File: src/imptt_ram.sv
// Generic single-write, single-read RAM with registered read data.
// No dependencies.
module imptt_ram #(
  parameter int Width = 8,
  parameter int Depth = 16,
  localparam int AddrW = (Depth > 1) ? $clog2(Depth) : 1
) (
  input  logic             clk_i,
  input  logic             we_i,
  input  logic [AddrW-1:0] waddr_i,
  input  logic [Width-1:0] wdata_i,
  input  logic [AddrW-1:0] raddr_i,
  output logic [Width-1:0] rdata_o
);

  logic [Width-1:0] mem [Depth];
  logic [Width-1:0] rdata_q;

  always_ff @(posedge clk_i) begin
    if (we_i) begin
      mem[waddr_i] <= wdata_i;
    end
    rdata_q <= mem[raddr_i];
  end

  assign rdata_o = rdata_q;

endmodule

File: config.mk
export PLATFORM = sky130hd
export DESIGN_NAME = imptt_ram
export DESIGN_NICKNAME = d
export VERILOG_FILES = /design/src/imptt_ram.sv
export SDC_FILE = /design/constraint.sdc
export NUM_CORES = 1
export LEC_CHECK = 0
export BUFFER_PORTS_ARGS = -buffer_cell sky130_fd_sc_hd__buf_2
export CAP_MARGIN = 15
export CORE_AREA = 2 2 146 91
export DETAILED_ROUTE_END_ITERATION = 12
export DIE_AREA = 0 0 148 93
export PLACE_DENSITY_LB_ADDON = 0.2
export SYNTH_ARGS = -nofsm -noshare
export SYNTH_HDL_FRONTEND = slang
export SYNTH_SLANG_ARGS = --single-unit
File: constraint.sdc
create_clock -name clk_i -period 4.13 [get_ports clk_i]
set_input_delay 1.239 -clock clk_i [delete_from_list [all_inputs] [get_ports clk_i]]
set_output_delay 1.239 -clock clk_i [all_outputs]
set_load 0.05 [all_outputs]
==> results of run 1 <==
[worst max-delay path: stages]
cell,delay (ps)
buf_2,390
buf_12,260
mux4_1,590
a22oi_1,250
nand2_1,70
[metal layers]
metal	vias to the layer above	global-route usage	routed length (um)
met4	0	0.0484	158
met3	16	0.0600	644
li1	1060	-	-
met2	71	0.241	4680
met1	1270	0.245	5090
met5	-	0	0
[cell families after synthesis]
kind of cell / synth area share
DFF: 0.778
and+or+nand+nor: 0.0318
muxes: 0.150
AOI/OAI and AO/OA: 0.0233
buffers and inverters: 0.0168
[layout by cell type, fill, tap and decap left out, drive strengths merged]
cell type,synthesis,layout
nand2b,2,2
bufinv,0,4
a22oi,16,16
edfxtp,128,128
buf,7,35
dfxtp,8,8
nand3b,2,2
and2b,1,1
mux4,32,32
nor2,13,13
or3b,1,1
clkinv,0,6
and2,1,1
nand3,1,1
nor3,4,4
nand2,9,9
nor2b,1,1
clkbuf,0,22
[cell usage after synthesis, drive strengths merged]
master	instances
mux4	32
or3b	1
edfxtp	128
clkdlybuf4s25	3
a22oi	16
nor2b	1
buf	7
nand2b	2
nand3b	2
dfxtp	8
and2	1
nand3	1
nor2	13
nand2	9
nor3	4
and2b	1
[flip-flops by register name, indices dropped and copies added, names as in the netlist]
| signal | cells |
|---|---|
| rdata_o | 8 |
| mem | 128 |
[final cells by class]
type | count | area share
Clock buffer | 22 | 0.0776
Tap cell | 170 | 0.0348
Multi-Input combinational cell | 83 | 0.173
Sequential cell | 136 | 0.655
Timing Repair Buffer | 35 | 0.0348
Clock inverter | 10 | 0.0244
[metrics by stage]
step	util	cells	total power, mW	hold WS [ps]
final	0.489	456	3.31	677
after global routing	0.489	456	3.40	704
after CTS	0.489	456	3.33	678
after detailed placement	0.439	424	1.76	662
after global placement	0.439	424	1.75	654
after floorplan	-	229	1.69	629
[path summary, 6_finish.rpt]
path,start,end,slack [ps]
max,raddr_i[0],rdata_o[5],1600
min,mem[15][0],rdata_o[0],680
max reg2reg,mem[1][2],rdata_o[2],2770
min reg2reg,mem[15][0],rdata_o[0],680
[power by group]
part           switching, mW  total, mW  leakage [nW]  internal, mW
clock                  0.530       1.58         0.311          1.05
combinational          0.113      0.171         0.528        0.0586
sequential            0.0112       1.56          1.22          1.54
total                  0.654       3.31          2.06          2.65
==> qor.yml, run 1 <==
status: "finished, final reports clean"
arrival_ps: 2830
syn-num-nets: 247
finalWorstSetupSlack_ps: 1600
worst_setup_path_end_kind: "flip-flop"
grt_pass1_wl_um: 15900
area_delta_synth_final_pct: 18.7
max_freq_mhz: 395
io_pins: 26
drt_wl_total_um: 10600
slew_headroom: 0.303
nFillCells: 1037
critPathKind: "input port to flip-flop"
setup-violations-final: 0
avgSynthCellArea_um2: 22.5
h-tree-depth: 4
p_leak_nw: 2.06
ys_seq_elements: 136
drt-initial-drc-count: 215
post-route-cell-area_um2: 6110
dpl-instance-area_um2: 5490
num_vias: 2417
antennaDiodeCount: 0
wire_per_inst_um: 23.2
cts-resized-gates: 0
clock_sinks: 136
max_cap_violations: 0
cts_hold_buf: 0
cts_inserted_buffers: 17
hp-class: "flip-flop to flip-flop"
hold_depth: 3
final_hold_viol_count: 0
die-area_um2: 13800
reg2reg_depth: 3
seq_area_um2: 4000
port_buffers: 25
root_buffer: "clkbuf_16"
synth_area_leaders: "edfxtp_1 75%, mux4_2 7.9%, mux4_1 7.1%, dfxtp_1 3.1%, a22oi_1 2.3%"
gp_congestion: 0.719
yosys.area.top_type: "edfxtp_1"
dp_hpwl_um: 6610
ys_seq_area_frac: 0.778
ir_worst_vdd_v: 0.000316
grt_start_max_net_pins: 33
cp_max_fo: 19
netlist_area_um2: 5150
slew_viol_final: 0
start_util: 0.412
critPathLaunchType: "input port"
coreArea_um2: 12500
track_usage: 0.169
fin_tns_setup_ps: 0
rsz0062_at_grt: "no"
cts_tree: "yes"
yosysWarnings: 0
viasPerCell: 5.30
synth_cell_type_count: 19
clockBufferDepth: 2
fin_crit_sh: 0.612
detail-route-antenna-nets: 0
core.rowCount: 32
overflow: 0
multi_input_area_um2: 1060
grt_pass1_vias: 2476
yosys.area.top_type_share: 0.747
dieHeight_um: 93
fin_nets: 291
path_clk_slew_ps: 60
drc: 0
drtPass1Iterations: 4
drive_gt1_frac: 0.290
fin_skew_ps: 6.29
powerDensity_nw_per_um2: 541
die_w_um: 148
postCtsSetupBuffers: 0
fin_crit_ps: 2530
insertion_delay_ps: 410
synthCells: 229
antenna_found_initial: 0
pre_cts_slack_ps: 1150
worstMarginPinSlew_ps: 1040
required_ps: 4430
Power figures use the tool's default switching activity.
==> run 2: changes to the inputs <==
==> constraint.sdc (replaced) <==
create_clock -name clk_i -period 2.3 [get_ports clk_i]
set_input_delay 0.69 -clock clk_i [delete_from_list [all_inputs] [get_ports clk_i]]
set_output_delay 0.69 -clock clk_i [all_outputs]
set_load 0.05 [all_outputs]
==> qor.yml, run 2 (same netlist as run 1, synthesis figures left out) <==
fin_crit_sh: 0.781
critPathBufInv: 1
cp_top_family: "flip-flops"
clock_sinks: 136
track_usage: 0.164
setup-violations-final: 0
crit_slowest_cell: "dfxtp_1"
arrival_ps: 1110
coreArea_um2: 12500
pre_cts_slack_ps: 210
met1_usage: 0.236
num_vias: 2422
postCtsSetupBuffers: 0
powerDensity_nw_per_um2: 955
required_ps: 1610
fin_nets: 306
cts_inserted_buffers: 17
start_util: 0.412
port_buffers: 25
path_clk_slew_ps: 60
grtUsageMet2: 0.240
cts-resized-gates: 0
ir_worst_vdd_v: 0.000533
cp_max_fo: 1
mostFrequentLayoutCell: "edfxtp_1"
top_usage_layer: "met2"
worst_setup_path_end_kind: "output pin"
slew_headroom: 0.522
cts_hold_buf: 0
reg2reg_depth: 3
antennaDiodeCount: 0
fin_tns_setup_ps: 0
wire_per_inst_um: 21.4
cp.depth: 1
hp-class: "input port to flip-flop"
core.rowCount: 32
worstMarginPinSlew_ps: 715
critPathLaunchType: "flip-flop"
max_cap_violations: 0
p_leak_nw: 2.14
place_inst: 439
grt_pass1_wl_um: 15700
hold_depth: 1
fin_crit_ps: 1800
gr-usage-met3: 0.0459
gp_congestion: 0.737
drive_gt1_frac: 0.326
overflow: 0
regMostFlops: "mem"
io_pins: 26
grt_pass1_vias: 2600
drtPass1Iterations: 5
die-area_um2: 13800
insertion_delay_ps: 400
total_power_mw: 5.98
drt_wl_total_um: 10100
rsz0062_at_grt: "no"
max_stage_delay_ps: 400
clockBufferDepth: 2
drc: 0
drt-initial-drc-count: 197
detail-route-antenna-nets: 0
root_buffer: "clkbuf_16"
max_freq_mhz: 557
critPathKind: "flip-flop to output pin"
final_cell_mix: "128 x edfxtp_1, 25 x buf_2, 22 x buf_4"
area_delta_synth_final_pct: 21.6
die_w_um: 148
viasPerCell: 5.14
whs_ps: 670
dieHeight_um: 93
crit_path_cell_trace: "buf_2"
antenna_found_initial: 0
slew_viol_final: 0
grt_start_max_net_pins: 33
largest_reg_flops: 128
dp_hpwl_um: 6710
status: "finished, final reports clean"
final_hold_viol_count: 0
h-tree-depth: 4
fin_skew_ps: 5.93
fin_cells: 471
cts_tree: "yes"
finalWorstSetupSlack_ps: 503
## run 2: cell types whose count changed in the layout (fill, tap and decap cells not counted)
cell / delta
bufinv_16: +1
clkinv_4: +1
buf_4: +13
clkinvlp_4: +4
clkbuf_8: -3
buf_12: +2
clkinv_2: -3
## run 2: path summary, 6_finish.rpt
check	start	endpoint	slack (ps)
setup / recovery	rdata_o[4]	rdata_o[4]	500
hold / removal	wdata_i[4]	mem[14][4]	670
setup reg to reg	mem[9][1]	rdata_o[1]	960
hold reg to reg	mem[14][2]	rdata_o[2]	670
## run 2: layout make-up
cell class / count / area (um2)
tap: 170 / 213
sequential: 136 / 4000
clock inverter: 13 / 203
multi-input combinational: 83 / 1060
timing repair buffer: 50 / 350
fill: 1024 / 6230
clock buffer: 19 / 433
## run 2: power by group
group	switching, mW	total (mW)	internal (mW)
sequential	0.0200	2.79	2.77
combinational	0.199	0.317	0.118
clock	0.955	2.87	1.91
## run 2: through the flow
step,util,area [um2]
after floorplan,-,5150
after global placement,0.450,5620
after detailed placement,0.450,5620
after CTS,0.501,6260
after global routing,0.501,6260
final,0.501,6260
## run 2: routing by layer
metal  vias to the layer above  wire length, um  part of all wire
met4                         0               92            0.0091
met5                         -                0                 0
met3                        10              716             0.071
li1                       1092                -                 -
met1                      1259             4690              0.46
met2                        61             4590              0.45
==> run 3: changes to the inputs <==
--- a/config.mk
+++ b/config.mk
@@ -5,11 +5,12 @@
 export SDC_FILE = /design/constraint.sdc
 export NUM_CORES = 1
 export LEC_CHECK = 0
+export ABC_AREA = 1
 export BUFFER_PORTS_ARGS = -buffer_cell sky130_fd_sc_hd__buf_2
 export CAP_MARGIN = 15
-export CORE_AREA = 2 2 146 91
+export CORE_AREA = 2 2 155 96
 export DETAILED_ROUTE_END_ITERATION = 12
-export DIE_AREA = 0 0 148 93
+export DIE_AREA = 0 0 157 98
 export PLACE_DENSITY_LB_ADDON = 0.2
 export SYNTH_ARGS = -nofsm -noshare
 export SYNTH_HDL_FRONTEND = slang
==> constraint.sdc (replaced) <==
create_clock -name clk_i -period 1.51 [get_ports clk_i]
set_input_delay 0.453 -clock clk_i [delete_from_list [all_inputs] [get_ports clk_i]]
set_output_delay 0.453 -clock clk_i [all_outputs]
set_load 0.05 [all_outputs]
==> qor.yml, run 3 <==
p_leak_nw: 3.00
yosys.area.top_type_share: 0.667
clock_sinks: 136
dieHeight_um: 98
cts_tree: "yes"
synth_top_cells_by_count: "173 x nand2_1, 128 x edfxtp_1, 100 x inv_1"
powerDensity_nw_per_um2: 1320
mostFrequentLayoutCell: "nand2_1"
synth_cell_type_count: 12
grt_pass1_vias: 3727
cts_hold_buf: 0
final_cell_mix: "173 x nand2_1, 128 x edfxtp_1, 100 x inv_1"
h-tree-depth: 4
grt_pass1_wl_um: 21800
ys.flop_type: "edfxtp_1"
drt_wl_total_um: 14200
postCtsSetupBuffers: 0
io_pins: 26
overflow: 0
max_cap_violations: 0
swShare: 0.216
cts-resized-gates: 3
core.rowCount: 34
coreArea_um2: 14100
fin_skew_ps: 12.3
gp_congestion: 0.880
combPwrFrac: 0.073
regMostFlops: "mem"
wire_per_inst_um: 17.5
pre_cts_slack_ps: -137
clockBufferDepth: 2
drive_gt1_frac: 0.141
dpl-instance-area_um2: 6300
startpoint: "rdata_o[4]"
yosys.area.top_type: "edfxtp_1"
max_stage_delay_ps: 390
final_hold_viol_count: 0
synthCells: 551
path_clk_slew_ps: 50
post-route-cell-area_um2: 6900
drc: 0
yosysMostFrequentCell: "nand2_1"
critPathBufInv: 1
largest_reg_flops: 128
area_delta_synth_final_pct: 19.7
ys_seq_area_frac: 0.694
p_sw_mw: 1.97
p_int_mw: 7.15
min_from: "raddr_i[3]"
synth_edf_count: 128
synth_area_leaders: "edfxtp_1 67%, nand2_1 11%, nand3_1 8.4%, inv_1 6.5%, dfxtp_1 2.8%"
cts_inserted_buffers: 17
crit_path_cell_trace: "buf_4"
ir_worst_vdd_v: 0.000666
required_ps: 1060
grt_start_max_net_pins: 33
dp_hpwl_um: 9240
crit_slowest_cell: "dfxtp_1"
worstMarginPinSlew_ps: 403
die-area_um2: 15400
cp_top_family: "flip-flops"
fin_crit_ps: 1490
track_usage: 0.200
yosysWarnings: 0
p_clk_frac: 0.460
port_buffers: 25
slew_headroom: 0.731
hp-class: "input port to flip-flop"
netlist_area_um2: 5770
setup-violations-final: 0
cp_max_fo: 1
num_vias: 3884
start_util: 0.410
status: "finished, final reports clean"
avgSynthCellArea_um2: 10.5
seqPwrFrac: 0.467
drt-initial-drc-count: 343
viasPerCell: 4.77
fin_crit_sh: 0.983
rsz0062_at_grt: "no"
fin_nets: 622
nFillCells: 1262
insertion_delay_ps: 420
fin_tns_setup_ps: 0
critPathLaunchType: "flip-flop"
antennaDiodeCount: 0
drtPass1Iterations: 6
antenna_found_initial: 0
r2r-start: "mem[3][2]"
critPathKind: "flip-flop to output pin"
finalWorstSetupSlack_ps: 25.0
die_w_um: 157
slew_viol_final: 0
root_buffer: "clkbuf_16"
detail-route-antenna-nets: 0
arrival_ps: 1030
ys_seq_elements: 136
worst_setup_path_end_kind: "output pin"
async_reset_ff_frac: 0
max_freq_mhz: 673
syn-num-nets: 569
==> run 3: changes by cell type after synthesis, sizes merged, moves of 2 or more <==
cell           before  now
nand3               1   97
nor2               13   17
nand2b              2    0
mux4               32    0
nand2               9  173
inv                 0  102
clkdlybuf4s25       3    0
a22oi              16    0
buf                 7   24
nor3                4    0
==> run 3: cells by family after synthesis <==
family,Yosys count,synth area share
buf+inv,126,0.0952
flops,136,0.694
simple gates,289,0.210
==> run 3: final timing paths <==
path                endpoint  cells after the start  slack [ps]
hold reg to reg   rdata_o[5]                      6         670
setup reg to reg  rdata_o[2]                      6         450
hold / removal    rdata_o[6]                      3         390
setup / recovery  rdata_o[4]                      1          20
==> run 3: power by group through the flow <==
stage | logic, mW | registers [mW] | clock network [mW]
global route | 0.728 | 4.26 | 4.41
finish | 0.666 | 4.25 | 4.19
floorplan | 0.298 | 4.41 | 0
detailed placement | 0.655 | 4.33 | 0
CTS | 0.664 | 4.25 | 4.25
global placement | 0.652 | 4.33 | 0
==> run 3: per-layer routing <==
| metal | vias to the layer above | track usage | part of all wire |
|---|---|---|---|
| met2 | 122 | 0.273 | 0.41 |
| li1 | 1873 | - | - |
| met3 | 23 | 0.0675 | 0.075 |
| met5 | - | 0 | 0 |
| met1 | 1866 | 0.296 | 0.50 |
| met4 | 0 | 0.0670 | 0.016 |
==> run 3: area by class of cell <==
class,instances,area [um2],area share
Clock buffer,20,437,0.0633
Timing Repair Buffer,58,462,0.0669
Multi-Input combinational cell,289,1210,0.176
Tap cell,198,248,0.0359
Clock inverter,11,155,0.0225
Inverter,102,383,0.0555
Sequential cell,136,4010,0.580
==> run 3: per-stage QoR <==
stage / util / power, mW / cells / hold slack (ps)
2_1_floorplan: - / 4.70 / 551 / 552
3_3_place_gp: 0.447 / 4.98 / 783 / 654
3_5_place_dp: 0.447 / 4.99 / 783 / 650
4_1_cts: 0.490 / 9.17 / 814 / 378
5_1_grt: 0.490 / 9.40 / 814 / 385
6_report: 0.490 / 9.11 / 814 / 387
