===== config.mk =====
export PLATFORM = sky130hd
export DESIGN_NAME = imptt_scan
export DESIGN_NICKNAME = d
export VERILOG_FILES = /design/src/imptt_pkg.sv /design/src/imptt_scan.sv
export SDC_FILE = /design/constraint.sdc
export NUM_CORES = 1
export LEC_CHECK = 0
export BUFFER_PORTS_ARGS = -buffer_cell sky130_fd_sc_hd__buf_2
export CORE_UTILIZATION = 45
export DETAILED_ROUTE_END_ITERATION = 7
export GPL_ROUTABILITY_DRIVEN = 0
export PLACE_DENSITY = 0.76
export SLEW_MARGIN = 40
export SYNTH_ARGS = -nofsm -noshare
export SYNTH_HDL_FRONTEND = slang
export SYNTH_SLANG_ARGS = --single-unit

===== constraint.sdc =====
create_clock -name clk_i -period 4.4 [get_ports clk_i]
set_clock_uncertainty 0.1 [all_clocks]
set_input_delay 0.22 -clock clk_i [delete_from_list [all_inputs] [get_ports clk_i]]
set_output_delay 0.22 -clock clk_i [all_outputs]
set_load 0.005 [all_outputs]

===== src/imptt_pkg.sv =====
// Shared types and constants of the indexed max-priority task table.
// No dependencies; used by the top level and imptt_scan.
package imptt_pkg;

  localparam int TaskSlotsDef    = 256;
  localparam int PriorityBitsDef = 32;
  localparam int UserBitsDef     = 16;

  // Field widths of the stream beats
  localparam int OpW       = 2;
  localparam int TaskIdW   = 8;
  localparam int UserIdW   = 16;
  localparam int PrioReqW  = 32;
  localparam int InDataW   = 56;
  localparam int OutDataW  = 16;

  typedef enum logic [OpW-1:0] {
    OP_ADD    = 2'd0,
    OP_EDIT   = 2'd1,
    OP_REMOVE = 2'd2,
    OP_EXEC   = 2'd3
  } op_e;

  typedef enum logic [2:0] {
    ST_CLEAR,
    ST_IDLE,
    ST_DISPATCH,
    ST_EDIT,
    ST_SCAN,
    ST_TAIL,
    ST_RETIRE
  } state_e;

  typedef struct packed {
    logic clear;
    logic sample;
  } scan_ctrl_t;

endpackage


===== src/imptt_scan.sv =====
// Running maximum over the slot scan: keeps the best valid slot seen so far.
// Depends on imptt_pkg.
module imptt_scan #(
  parameter int IdxBits      = 8,
  parameter int PriorityBits = 32,
  parameter int UserBits     = 16
) (
  input  logic                       clk_i,
  input  logic                       rst_ni,
  input  imptt_pkg::scan_ctrl_t      ctrl_i,
  input  logic [IdxBits-1:0]         idx_i,
  input  logic                       slot_valid_i,
  input  logic [PriorityBits-1:0]    slot_prio_i,
  input  logic [UserBits-1:0]        slot_owner_i,
  output logic                       have_o,
  output logic [IdxBits-1:0]         best_idx_o,
  output logic [UserBits-1:0]        best_owner_o
);

  logic                    have_q;
  logic [PriorityBits-1:0] best_prio_q;
  logic [IdxBits-1:0]      best_idx_q;
  logic [UserBits-1:0]     best_owner_q;
  logic                    take;

  // Slots arrive in ascending order, so >= hands ties to the larger id.
  assign take = ctrl_i.sample && slot_valid_i && (!have_q || slot_prio_i >= best_prio_q);

  always_ff @(posedge clk_i or negedge rst_ni) begin
    if (!rst_ni) begin
      have_q <= 1'b0;
    end else if (ctrl_i.clear) begin
      have_q <= 1'b0;
    end else if (take) begin
      have_q <= 1'b1;
    end
  end

  always_ff @(posedge clk_i) begin
    if (take) begin
      best_prio_q  <= slot_prio_i;
      best_idx_q   <= idx_i;
      best_owner_q <= slot_owner_i;
    end
  end

  assign have_o       = have_q;
  assign best_idx_o   = best_idx_q;
  assign best_owner_o = best_owner_q;

endmodule


==> results by group, run 1 <==
Clocking
  • Clock root buffer: sky130_fd_sc_hd__clkbuf_8
  • Number of H-tree branching levels: 3
  • Num CTS Buffers: 9
  • Buffers inserted during post-CTS setup optimization: 0
  • Clock-pin transition on the worst setup and hold timing paths: 60 ps
  • Skew-Pair Late Insertion Delay: 320 ps
  • Max Root-Sink Buffers: 2
  • Num Clock Sinks: 57
  • Clock tree from TritonCTS: yes

GRT
  • Global route total overflow: 0
  • Met2 routing resource usage after global routing: 33.1%
  • Initial antenna violation count: 0
  • Busiest metal layer after global routing: met2
  • Global routing usage summed across all routing layers: 19.1%
  • Number of global-route vias before repair: 1,931
  • Met1 Use GR: 22.0%
  • Largest net degree at the start of global routing: 37
  • Met3 Usage GRT: 3.69%
  • Wire length of the first global-routing pass: 8.49 mm

Timing
  • Clock period minus worst slack: 3180 ps
  • Endpoints failing setup: 0
  • Setup TNS: 0 ps
  • Final-report hold violation count: 0
  • Headroom to the max-slew limit: 52.0%
  • Post-route worst setup slack: 1220 ps
  • Fraction of the cycle the final worst path needs: 72.2%
  • Smallest hold slack: 12.5 ps
  • Least-Margin Pin Slew: 717 ps
  • RSZ-0062 raised after global routing: false
  • Max Clock Freq: 0.315 GHz
  • Final Slew Violations: 0

Floorplan
  • Number of placement rows: 26
  • Die Height: 77.0 um
  • Total Die Area: 0.00593 mm2
  • Chip Width: 77.0 um
  • Io pins: 86
  • Effective utilization at floorplan: 48.1%
  • CORE AREA: 0.00527 mm2

Final layout
  • Register area: 0.00171 mm2
  • Post-synthesis to final-layout area growth: 50.4%
  • Diodes inserted: 0
  • Combined area of the multi-input logic cells: 717 um2
  • Final core utilization: 72.3%
  • Nets: 419
  • Share of post-route cells with drive strength above 1: 32.0%
  • Final standard cell count with taps included and fillers excluded: 401
  • Count of fill cells added during filler insertion: 373

Critical path
  • Worst setup slack for register-to-register paths: 1430 ps
  • CP peak stage delay: 570 ps
  • Capture point of the worst reg-to-reg path: best_owner_o[8]
  • Slowest cell on the critical path: sky130_fd_sc_hd__o21ai_4
  • Crit path depth: 8
  • Startpoint of the worst-slack reg-to-reg timing path: best_prio_q[25]
  • Startpoint Class: input port
  • Ordered list of cells on the worst path: dlygate4sd3_1 > buf_2 > ha_1 > and4_1 > or4b_4 > o221a_2 > o21ai_4 > buf_12
  • Source of the critical timing path: slot_prio_i[27]
  • Logic depth of the worst register-to-register path: 7
  • Category of cells accounting for the largest share of critical-path delay: buffers and inverters
  • CP Max Fanout: 36
  • CP bufs+invs: 3
  • Setup Crit Path Kind: input port to flip-flop
  • Req. time, crit path: 4310 ps
  • CP Data Arrival Time: 3080 ps
  • Critical path capture point type: flip-flop

Status
  • Result of the run: finished, final reports clean

Run
  • Maximum Capacitance Violations: 0

Routing
  • DR vias/cell: 4.55
  • Total DRC errors in the routed layout: 0
  • Count of TritonRoute iterations in the first routing pass: 4
  • Final wirelength: 5.04 mm
  • Mean routed wirelength per cell: 12.6 um
  • Vias: 1,823
  • Post-route antenna net violation count: 0
  • Initial DRC Count: 57

Placed design
  • Post-placement cell count: 328
  • Setup Slack @ Placement: 1430 ps
  • Port Buf Inserts: 85
  • Post-DP HPWL: 3.25 mm

Synthesis
  • Syn Inst Count: 172
  • Fraction of the yosys area taken by sequential cells: 67.4%
  • Cell accounting for the most synthesized area: sky130_fd_sc_hd__edfxtp_1
  • Count of state elements after synthesis: 57
  • Synthesized area: 0.00253 mm2
  • Synthesized net count: 265
  • Portion of synthesized cell area occupied by the leading cell type: 66.4%
  • Average instance area after synthesis: 14.7 um2
  • Leading post-synthesis cells by cell area: sky130_fd_sc_hd__edfxtp_1 (66%), sky130_fd_sc_hd__ha_1 (16%), sky130_fd_sc_hd__inv_1 (4.7%)
  • Distinct cell type count after synthesis: 26
  • Count of yosys warnings during synthesis: 0

Hold path
  • Worst hold path cell count: 1
  • Startpoint of the tightest hold check path: slot_prio_i[20]
  • Class of the most critical hold timing path: input port to flip-flop
  • Hold Crit Endpoint: best_prio_q[20]

Pwr
  • Static Leak: 1.71 nW
  • Power density relative to cell area: 311 mW/mm2
  • Largest voltage drop on the vdd net: 160 uV
-- cell usage in the layout (no fill, tap or decap) --
cell | synthesis | layout
sky130_fd_sc_hd__a2111oi_0 | 1 | 1
sky130_fd_sc_hd__a211oi_1 | 1 | 1
sky130_fd_sc_hd__a21o_1 | 1 | 1
sky130_fd_sc_hd__a21oi_1 | 11 | 11
sky130_fd_sc_hd__a221oi_1 | 2 | 2
sky130_fd_sc_hd__a22oi_1 | 1 | 1
sky130_fd_sc_hd__and2_1 | 1 | 1
sky130_fd_sc_hd__and4_1 | 1 | 1
sky130_fd_sc_hd__buf_12 | 0 | 1
sky130_fd_sc_hd__buf_2 | 0 | 85
sky130_fd_sc_hd__clkbuf_1 | 0 | 1
sky130_fd_sc_hd__clkbuf_8 | 0 | 9
sky130_fd_sc_hd__clkinv_2 | 0 | 4
sky130_fd_sc_hd__clkinvlp_4 | 0 | 2
sky130_fd_sc_hd__dfrtp_1 | 1 | 1
sky130_fd_sc_hd__dlygate4sd3_1 | 0 | 57
sky130_fd_sc_hd__edfxtp_1 | 56 | 56
sky130_fd_sc_hd__ha_1 | 32 | 32
sky130_fd_sc_hd__inv_1 | 32 | 32
sky130_fd_sc_hd__nand2_1 | 8 | 8
sky130_fd_sc_hd__nand2b_1 | 2 | 2
sky130_fd_sc_hd__nand3_1 | 3 | 3
sky130_fd_sc_hd__nand4_1 | 4 | 4
sky130_fd_sc_hd__nor2_1 | 4 | 4
sky130_fd_sc_hd__nor4_2 | 1 | 1
sky130_fd_sc_hd__o21a_1 | 2 | 2
sky130_fd_sc_hd__o21ai_0 | 2 | 2
sky130_fd_sc_hd__o21ai_4 | 0 | 1
sky130_fd_sc_hd__o21bai_1 | 1 | 1
sky130_fd_sc_hd__o221a_2 | 1 | 1
sky130_fd_sc_hd__o31ai_1 | 1 | 1
sky130_fd_sc_hd__or2_2 | 1 | 1
sky130_fd_sc_hd__or4b_4 | 1 | 1
-- metal layers --
layer  wire length [um]  up-vias
li1                   -      942
met3                189       15
met5                  0        -
met4                140        0
met1               2180      805
met2               2530       61
-- worst max path at each step --
stage / end / slack (ps)
2_1_floorplan: best_idx_o[0] / 840
3_3_place_gp: best_owner_o[4] / 1470
3_5_place_dp: best_owner_o[6] / 1430
4_1_cts: best_idx_o[4] / 1240
5_1_grt: best_idx_o[3] / 1110
6_report: best_owner_o[8] / 1220
-- synthesized netlist by cell type, drive strengths merged --
cell type   n
dfrtp       1
a22oi       1
inv        32
a2111oi     1
o31ai       1
o21bai      1
and4        1
a21o        1
nor4        1
or2         1
o21ai       3
o21a        2
a21oi      11
a221oi      2
ha         32
a211oi      1
nand2b      2
edfxtp     56
o221a       1
nor2        4
nand3       3
nand4       4
nand2       8
or4b        1
and2        1
-- cells by family (layout without fill, tap and decap cells) --
group	Yosys count	after routing	synth area share [%]
and+or+nand+nor	26	26	5.73
AOI/OAI and AO/OA	25	25	6.32
buffers and inverters	32	191	4.74
DFF	57	57	67.4
adders and majority gates	32	32	15.8
-- power breakdown --
| group | switching (mW) | internal, mW |
|---|---|---|
| combinational | 0.0661 | 0.0869 |
| clock | 0.198 | 0.200 |
| sequential | 0.00583 | 0.626 |
-- worst register-to-register path, stage by stage (launching register included) --
cell and delay, ps:
sky130_fd_sc_hd__edfxtp_1 330, sky130_fd_sc_hd__inv_1 50, sky130_fd_sc_hd__ha_1 290, sky130_fd_sc_hd__and4_1 210, sky130_fd_sc_hd__or4b_4 480, sky130_fd_sc_hd__o221a_2 310, sky130_fd_sc_hd__o21ai_4 570, sky130_fd_sc_hd__buf_12 290
-- stage by stage --
| stage | instance area (um2) | power (mW) |
|---|---|---|
| 2_1_floorplan | 2540 | 0.699 |
| 3_3_place_gp | 3080 | 0.753 |
| 3_5_place_dp | 3080 | 0.757 |
| 4_1_cts | 3810 | 1.20 |
| 5_1_grt | 3810 | 1.24 |
| 6_report | 3810 | 1.18 |
-- state kept, by name (all words and copies together), names as in the netlist --
| signal | count |
|---|---|
| best_idx_o | 8 |
| best_owner_o | 16 |
| best_prio_q | 32 |
| have_o | 1 |
-- area by class of cell --
| class | count | area share, % |
|---|---|---|
| Clock buffer | 10 | 3.35 |
| Clock inverter | 6 | 0.920 |
| Inverter | 32 | 3.15 |
| Multi-Input combinational cell | 83 | 18.8 |
| Sequential cell | 57 | 44.8 |
| Tap cell | 70 | 2.30 |
| Timing Repair Buffer | 143 | 26.7 |
-- repair_timing --
| item | 4_1_cts | 5_1_grt |
|---|---|---|
| endpoints found under the hold margin | 57 | 0 |
| hold buffers | 57 | 0 |
| setup endpoints to repair | 0 | 0 |
| gates resized for setup | 0 | 0 |
Note: power is estimated with default switching activity, not from simulation.
==> run 2: changes to the inputs <==
--- a/config.mk
+++ b/config.mk
@@ -6,10 +6,10 @@
 export NUM_CORES = 1
 export LEC_CHECK = 0
 export BUFFER_PORTS_ARGS = -buffer_cell sky130_fd_sc_hd__buf_2
-export CORE_UTILIZATION = 45
+export CORE_UTILIZATION = 50
 export DETAILED_ROUTE_END_ITERATION = 7
 export GPL_ROUTABILITY_DRIVEN = 0
-export PLACE_DENSITY = 0.76
+export PLACE_DENSITY = 0.8
 export SLEW_MARGIN = 40
 export SYNTH_ARGS = -nofsm -noshare
 export SYNTH_HDL_FRONTEND = slang
==> constraint.sdc (replaced) <==
create_clock -name clk_i -period 3.25 [get_ports clk_i]
set_clock_uncertainty 0.1 [all_clocks]
set_input_delay 0.1625 -clock clk_i [delete_from_list [all_inputs] [get_ports clk_i]]
set_output_delay 0.1625 -clock clk_i [all_outputs]
set_load 0.005 [all_outputs]
==> results by group, run 2 (synthesis results as in run 1) <==
Clocking
  • Skew-Pair Late Insertion Delay: 330 ps (was 320 ps)
  • Total of cells resized after clock tree synthesis: 0 (unchanged)
  • Clock tree from TritonCTS: yes (unchanged)
  • Clock root buffer: sky130_fd_sc_hd__clkbuf_8 (unchanged)
  • Number of H-tree branching levels: 3 (unchanged)
  • Max Root-Sink Buffers: 2 (unchanged)
  • Clock-pin transition on the worst setup and hold timing paths: 60 ps (about the same)
  • Num Clock Sinks: 57 (unchanged)
  • Num CTS Buffers: 9 (unchanged)

Critical path
  • CP peak stage delay: 530 ps (was 570 ps)
  • CP Max Fanout: 32 (was 36)
  • Critical path capture point type: flip-flop (unchanged)
  • Req. time, crit path: 3140 ps (was 4310 ps)
  • Startpoint Class: input port (unchanged)
  • CP Data Arrival Time: 2690 ps (was 3080 ps)
  • Slowest cell on the critical path: sky130_fd_sc_hd__dlygate4sd3_1 (was sky130_fd_sc_hd__o21ai_4)
  • Ordered list of cells on the worst path: dlygate4sd3_1 > buf_2 > ha_1 > and4_1 > or4b_4 > nor4_2 > a22oi_1 > o21ai_4 > buf_4 (was dlygate4sd3_1 > buf_2 > ha_1 > and4_1 > or4b_4 > o221a_2 > o21ai_4 > buf_12)
  • Setup Crit Path Kind: input port to flip-flop (unchanged)

GRT
  • Initial antenna violation count: 0 (unchanged)
  • Wire length of the first global-routing pass: 9.15 mm (was 8.49 mm)
  • Largest net degree at the start of global routing: 33 (was 37)
  • Global route total overflow: 0 (unchanged)
  • Global routing usage summed across all routing layers: 24.3% (was 19.1%)
  • Number of global-route vias before repair: 1,966 (was 1,931)

Routing
  • Count of TritonRoute iterations in the first routing pass: 4 (unchanged)
  • DR vias/cell: 4.88 (was 4.55)
  • Total DRC errors in the routed layout: 0 (unchanged)
  • Post-route antenna net violation count: 0 (unchanged)
  • Final wirelength: 6.02 mm (was 5.04 mm)
  • Mean routed wirelength per cell: 15.0 um (was 12.6 um)
  • Initial DRC Count: 151 (was 57)
  • Vias: 1,952 (was 1,823)

Floorplan
  • Total Die Area: 0.00535 mm2 (was 0.00593 mm2)
  • Die Height: 73.2 um (was 77.0 um)
  • Io pins: 86 (unchanged)
  • Effective utilization at floorplan: 52.9% (was 48.1%)
  • Chip Width: 73.2 um (was 77.0 um)
  • Number of placement rows: 25 (was 26)
  • CORE AREA: 0.00479 mm2 (was 0.00527 mm2)

Timing
  • Final Slew Violations: 0 (unchanged)
  • Max Clock Freq: 0.357 GHz
  • RSZ-0062 raised after global routing: false (unchanged)
  • Post-route worst setup slack: 449 ps (was 1220 ps)
  • Endpoints failing setup: 0 (unchanged)
  • Clock period minus worst slack: 2800 ps
  • Least-Margin Pin Slew: 478 ps (was 717 ps)
  • Fraction of the cycle the final worst path needs: 86.2%
  • Final-report hold violation count: 0 (unchanged)
  • Headroom to the max-slew limit: 67.3% (was 52.0%)
  • Smallest hold slack: 24.0 ps (was 12.5 ps)
  • Setup TNS: 0 ps (unchanged)

Final layout
  • Max reg flops: 32 (unchanged)
  • Final core utilization: 80.1% (was 72.3%)
  • Commonest cells after routing, fill and taps aside: sky130_fd_sc_hd__buf_2 (85), sky130_fd_sc_hd__dlygate4sd3_1 (59), sky130_fd_sc_hd__edfxtp_1 (56), sky130_fd_sc_hd__inv_1 (32), sky130_fd_sc_hd__ha_1 (32) (was sky130_fd_sc_hd__buf_2 (85), sky130_fd_sc_hd__dlygate4sd3_1 (57), sky130_fd_sc_hd__edfxtp_1 (56), sky130_fd_sc_hd__inv_1 (32), sky130_fd_sc_hd__ha_1 (32))
  • Final non-filler cell area: 0.00383 mm2 (was 0.00381 mm2)
  • Share of post-route cells with drive strength above 1: 31.2% (was 32.0%)
  • Nets: 422 (was 419)
  • Final standard cell count with taps included and fillers excluded: 400 (was 401)
  • Leading cell type in the layout, fill and taps excluded: sky130_fd_sc_hd__buf_2 (unchanged)
  • Diodes inserted: 0 (unchanged)
  • Post-synthesis to final-layout area growth: 51.4% (was 50.4%)
  • Register containing the most flip-flops in the final layout: best_prio_q (unchanged)

Pwr
  • Static Leak: 1.73 nW (was 1.71 nW)
  • Tot Pwr: 1.68 mW (was 1.18 mW)
  • Largest voltage drop on the vdd net: 277 uV (was 160 uV)
  • Power density relative to cell area: 439 mW/mm2 (was 311 mW/mm2)

Placed design
  • Port Buf Inserts: 85 (unchanged)
  • Post-DP HPWL: 3.51 mm (was 3.25 mm)
  • Setup Slack @ Placement: 605 ps (was 1430 ps)
  • Post-Place Cell Area: 0.00307 mm2 (was 0.00308 mm2)
  • Post-placement cell count: 326 (was 328)

Run
  • Maximum Capacitance Violations: 0 (unchanged)

Hold path
  • Class of the most critical hold timing path: input port to asynchronous set/reset pin (was input port to flip-flop)

Status
  • Result of the run: finished, final reports clean (unchanged)
[run 2: cell count changes in the layout (fill, tap and decap cells not counted), sizes merged]
cell         before  now
dlygate4sd3      57   59
buf              86   87
clkinvlp          2    0
bufinv            0    1
[run 2: final timing paths]
path | startpoint | slack (ps) | endpoint | cells after the start
max | slot_prio_i[26] | 450 | best_owner_o[10] | 9
min | rst_ni | 20 | have_o | 2
max reg2reg | best_prio_q[26] | 580 | best_owner_o[10] | 8
min reg2reg | have_o | 980 | have_o | 3
max in group asynchronous | rst_ni | 2940 | have_o | 2
min in group clk_i | idx_i[7] | 450 | best_idx_o[7] | 2
[run 2: cell type report]
| cell class | instances | area (um2) |
|---|---|---|
| inverter | 32 | 120 |
| clock inverter | 5 | 47.5 |
| sequential | 57 | 1710 |
| timing repair buffer | 146 | 1030 |
| multi-input combinational | 83 | 717 |
| fill | 251 | 952 |
| tap | 67 | 83.8 |
| clock buffer | 10 | 128 |
[run 2: what timing repair did]
action                                 in CTS  in global routing
setup buffers                               0                  0
hold buffers                               59                  0
endpoints found under the hold margin      58                  0
[run 2: where the power goes]
group	internal (mW)	total, mW	switching [mW]
sequential	0.848	0.856	0.00821
clock	0.342	0.610	0.268
combinational	0.120	0.216	0.0965
[run 2: metal layers]
layer	wire [um]	up-vias	share of wire, %	GRT usage (%)
met5	0	-	0	0
li1	-	941	-	-
met4	157	0	2.6	12.4
met3	527	18	8.8	8.29
met2	2910	100	48	40.5
met1	2420	893	40	27.6
[run 2: worst max-delay path: cells and delay by family]
family | cells | cell delay, ps
adder cells (fa/ha/maj) | 1 | 310
buffers and inverters | 3 | 1030
AND/OR/NAND/NOR | 3 | 960
AO/OA/AOI/OAI | 2 | 220
==> run 3: changes to the inputs <==
--- a/config.mk
+++ b/config.mk
@@ -6,10 +6,10 @@
 export NUM_CORES = 1
 export LEC_CHECK = 0
 export BUFFER_PORTS_ARGS = -buffer_cell sky130_fd_sc_hd__buf_2
-export CORE_UTILIZATION = 50
+export CORE_UTILIZATION = 45
 export DETAILED_ROUTE_END_ITERATION = 7
 export GPL_ROUTABILITY_DRIVEN = 0
-export PLACE_DENSITY = 0.8
+export PLACE_DENSITY = 0.76
 export SLEW_MARGIN = 40
 export SYNTH_ARGS = -nofsm -noshare
 export SYNTH_HDL_FRONTEND = slang
==> constraint.sdc (replaced) <==
create_clock -name clk_i -period 2.4 [get_ports clk_i]
set_clock_uncertainty 0.1 [all_clocks]
set_input_delay 0.12 -clock clk_i [delete_from_list [all_inputs] [get_ports clk_i]]
set_output_delay 0.12 -clock clk_i [all_outputs]
set_load 0.005 [all_outputs]
==> results by group, run 3 (synthesis results as in run 1) <==
Pwr
  • Largest voltage drop on the vdd net: 450 uV (was 277 uV)
  • Static Leak: 1.86 nW (was 1.73 nW)
  • Power density relative to cell area: 632 mW/mm2 (was 439 mW/mm2)

GRT
  • Largest net degree at the start of global routing: 20 (was 33)
  • Number of global-route vias before repair: 2,105 (was 1,966)
  • Wire length of the first global-routing pass: 9.92 mm (was 9.15 mm)
  • Global route total overflow: 0 (unchanged)
  • Global routing usage summed across all routing layers: 23.0% (was 24.3%)
  • Initial antenna violation count: 0 (unchanged)

Timing
  • Headroom to the max-slew limit: 69.3% (was 67.3%)
  • Setup TNS: -7020 ps (was 0 ps)
  • Fraction of the cycle the final worst path needs: 107%
  • Max Clock Freq: 0.390 GHz
  • Endpoints failing setup: 56 (was 0)
  • Final-report hold violation count: 0 (unchanged)
  • Final Slew Violations: 0 (unchanged)
  • RSZ-0062 raised after global routing: true (was false)
  • Least-Margin Pin Slew: 457 ps (was 478 ps)
  • Clock period minus worst slack: 2560 ps
  • Post-route worst setup slack: -161 ps (was 449 ps)
  • Smallest hold slack: 323 ps (was 24.0 ps)

Final layout
  • Commonest cells after routing, fill and taps aside: sky130_fd_sc_hd__buf_2 (85), sky130_fd_sc_hd__dlygate4sd3_1 (60), sky130_fd_sc_hd__edfxtp_1 (56), sky130_fd_sc_hd__inv_1 (29), sky130_fd_sc_hd__ha_1 (28) (was sky130_fd_sc_hd__buf_2 (85), sky130_fd_sc_hd__dlygate4sd3_1 (59), sky130_fd_sc_hd__edfxtp_1 (56), sky130_fd_sc_hd__inv_1 (32), sky130_fd_sc_hd__ha_1 (32))
  • Share of post-route cells with drive strength above 1: 36.4% (was 31.2%)
  • Register containing the most flip-flops in the final layout: best_prio_q (unchanged)
  • Max reg flops: 32 (unchanged)
  • Leading cell type in the layout, fill and taps excluded: sky130_fd_sc_hd__buf_2 (unchanged)
  • Final non-filler cell area: 0.00418 mm2 (was 0.00383 mm2)
  • Nets: 434 (was 422)
  • Post-synthesis to final-layout area growth: 64.9% (was 51.4%)
  • Diodes inserted: 0 (unchanged)

Routing
  • DR vias/cell: 5.00 (was 4.88)
  • Mean routed wirelength per cell: 17.2 um (was 15.0 um)
  • Count of TritonRoute iterations in the first routing pass: 4 (unchanged)
  • Final wirelength: 7.16 mm (was 6.02 mm)
  • Vias: 2,082 (was 1,952)
  • Total DRC errors in the routed layout: 0 (unchanged)
  • Initial DRC Count: 100 (was 151)
  • Post-route antenna net violation count: 0 (unchanged)

Critical path
  • Req. time, crit path: 2370 ps (was 3140 ps)
  • Setup Crit Path Kind: flip-flop to flip-flop (was input port to flip-flop)
  • CP Data Arrival Time: 2530 ps (was 2690 ps)
  • Source of the critical timing path: best_prio_q[26] (was slot_prio_i[26])
  • CP bufs+invs: 3 (unchanged)
  • Startpoint of the worst-slack reg-to-reg timing path: best_prio_q[26] (unchanged)
  • Critical path capture point type: flip-flop (unchanged)
  • CP Max Fanout: 9 (was 32)
  • Startpoint Class: flip-flop (was input port)
  • CP peak stage delay: 520 ps (was 530 ps)
  • Category of cells accounting for the largest share of critical-path delay: simple AND/OR/NAND/NOR gates (was buffers and inverters)
  • Ordered list of cells on the worst path: inv_2 > ha_4 > and4_1 > or4b_4 > o221a_4 > o21ai_4 > buf_12 > clkbuf_16 (was dlygate4sd3_1 > buf_2 > ha_1 > and4_1 > or4b_4 > nor4_2 > a22oi_1 > o21ai_4 > buf_4)
  • Slowest cell on the critical path: sky130_fd_sc_hd__or4b_4 (was sky130_fd_sc_hd__dlygate4sd3_1)

Clocking
  • Num Clock Sinks: 57 (unchanged)
  • Number of H-tree branching levels: 3 (unchanged)
  • Num CTS Buffers: 9 (unchanged)
  • Max Root-Sink Buffers: 2 (unchanged)
  • Clock tree from TritonCTS: yes (unchanged)
  • Clock root buffer: sky130_fd_sc_hd__clkbuf_8 (unchanged)
  • Skew-Pair Late Insertion Delay: 350 ps (was 330 ps)
  • Clock-pin transition on the worst setup and hold timing paths: 70 ps (was 60 ps)

Status
  • Violations in the final reports: negative setup slack
  • Result of the run: finished, violations left (was finished, final reports clean)

Floorplan
  • Number of placement rows: 26 (was 25)
  • Effective utilization at floorplan: 48.1% (was 52.9%)
  • Die Height: 77.0 um (was 73.2 um)
  • Chip Width: 77.0 um (was 73.2 um)
  • Io pins: 86 (unchanged)
  • CORE AREA: 0.00527 mm2 (was 0.00479 mm2)
  • Total Die Area: 0.00593 mm2 (was 0.00535 mm2)

Placed design
  • Port Buf Inserts: 85 (unchanged)
  • Post-DP HPWL: 3.49 mm (was 3.51 mm)
  • Setup Slack @ Placement: -114 ps (was 605 ps)
  • Post-Place Cell Area: 0.00316 mm2 (was 0.00307 mm2)

Hold path
  • Startpoint of the tightest hold check path: ctrl_i[0]
  • Class of the most critical hold timing path: input port to flip-flop (was input port to asynchronous set/reset pin)

Run
  • Maximum Capacitance Violations: 0 (unchanged)
[run 3: layer usage]
| layer | up-vias | part of all wire [%] | track usage (%) |
|---|---|---|---|
| met1 | 1005 | 36 | 24.3 |
| met3 | 25 | 4.5 | 3.69 |
| met4 | 0 | 3.9 | 12.8 |
| met5 | - | 0 | 0 |
| met2 | 83 | 56 | 43.1 |
| li1 | 969 | - | - |
[run 3: timing repair]
action,in CTS,in global routing
setup endpoints to repair,56,56
resized for setup,6,5
gates cloned,1,3
hold buffers,60,0
endpoints found under the hold margin,58,0
setup buffers,2,1
pin swaps,0,2
[run 3: per-stage QoR]
step | power, mW | util (%) | instances
floorplan | 1.28 | - | 172
detailed placement | 1.41 | 59.9 | 334
CTS | 2.59 | 77.5 | 413
global placement | 1.40 | 59.9 | 334
global route | 2.72 | 79.2 | 416
finish | 2.64 | 79.2 | 416
[run 3: final timing paths]
path	depth (start not counted)	slack, ps	endpoint
min in group asynchronous	3	520	have_o
max in group asynchronous	3	1580	have_o
worst min register to register	3	1060	have_o
worst min-delay path	4	320	best_prio_q[31]
worst max-delay path	8	-160	best_owner_o[15]
worst max register to register	8	-160	best_owner_o[15]
[run 3: worst min-delay path, cell delays in order]
cell and delay, ps:
sky130_fd_sc_hd__buf_2 120, sky130_fd_sc_hd__nand2_1 120, sky130_fd_sc_hd__o21ai_4 90, sky130_fd_sc_hd__buf_6 150
[run 3: power by group]
part / leakage, nW / internal [mW] / switching [mW]
Sequential: 0.536 / 1.15 / 0.0139
Clock: 0.117 / 0.695 / 0.418
Combinational: 1.21 / 0.206 / 0.159
[run 3: cell type report]
class / instances / area (um2)
clock inverters: 6 / 115
repair buffers: 158 / 1230
flip-flops and latches: 57 / 1710
multi-input cells: 83 / 790
inverters: 32 / 120
clock buffers: 10 / 128
well taps: 70 / 87.6
fillers: 295 / 1090
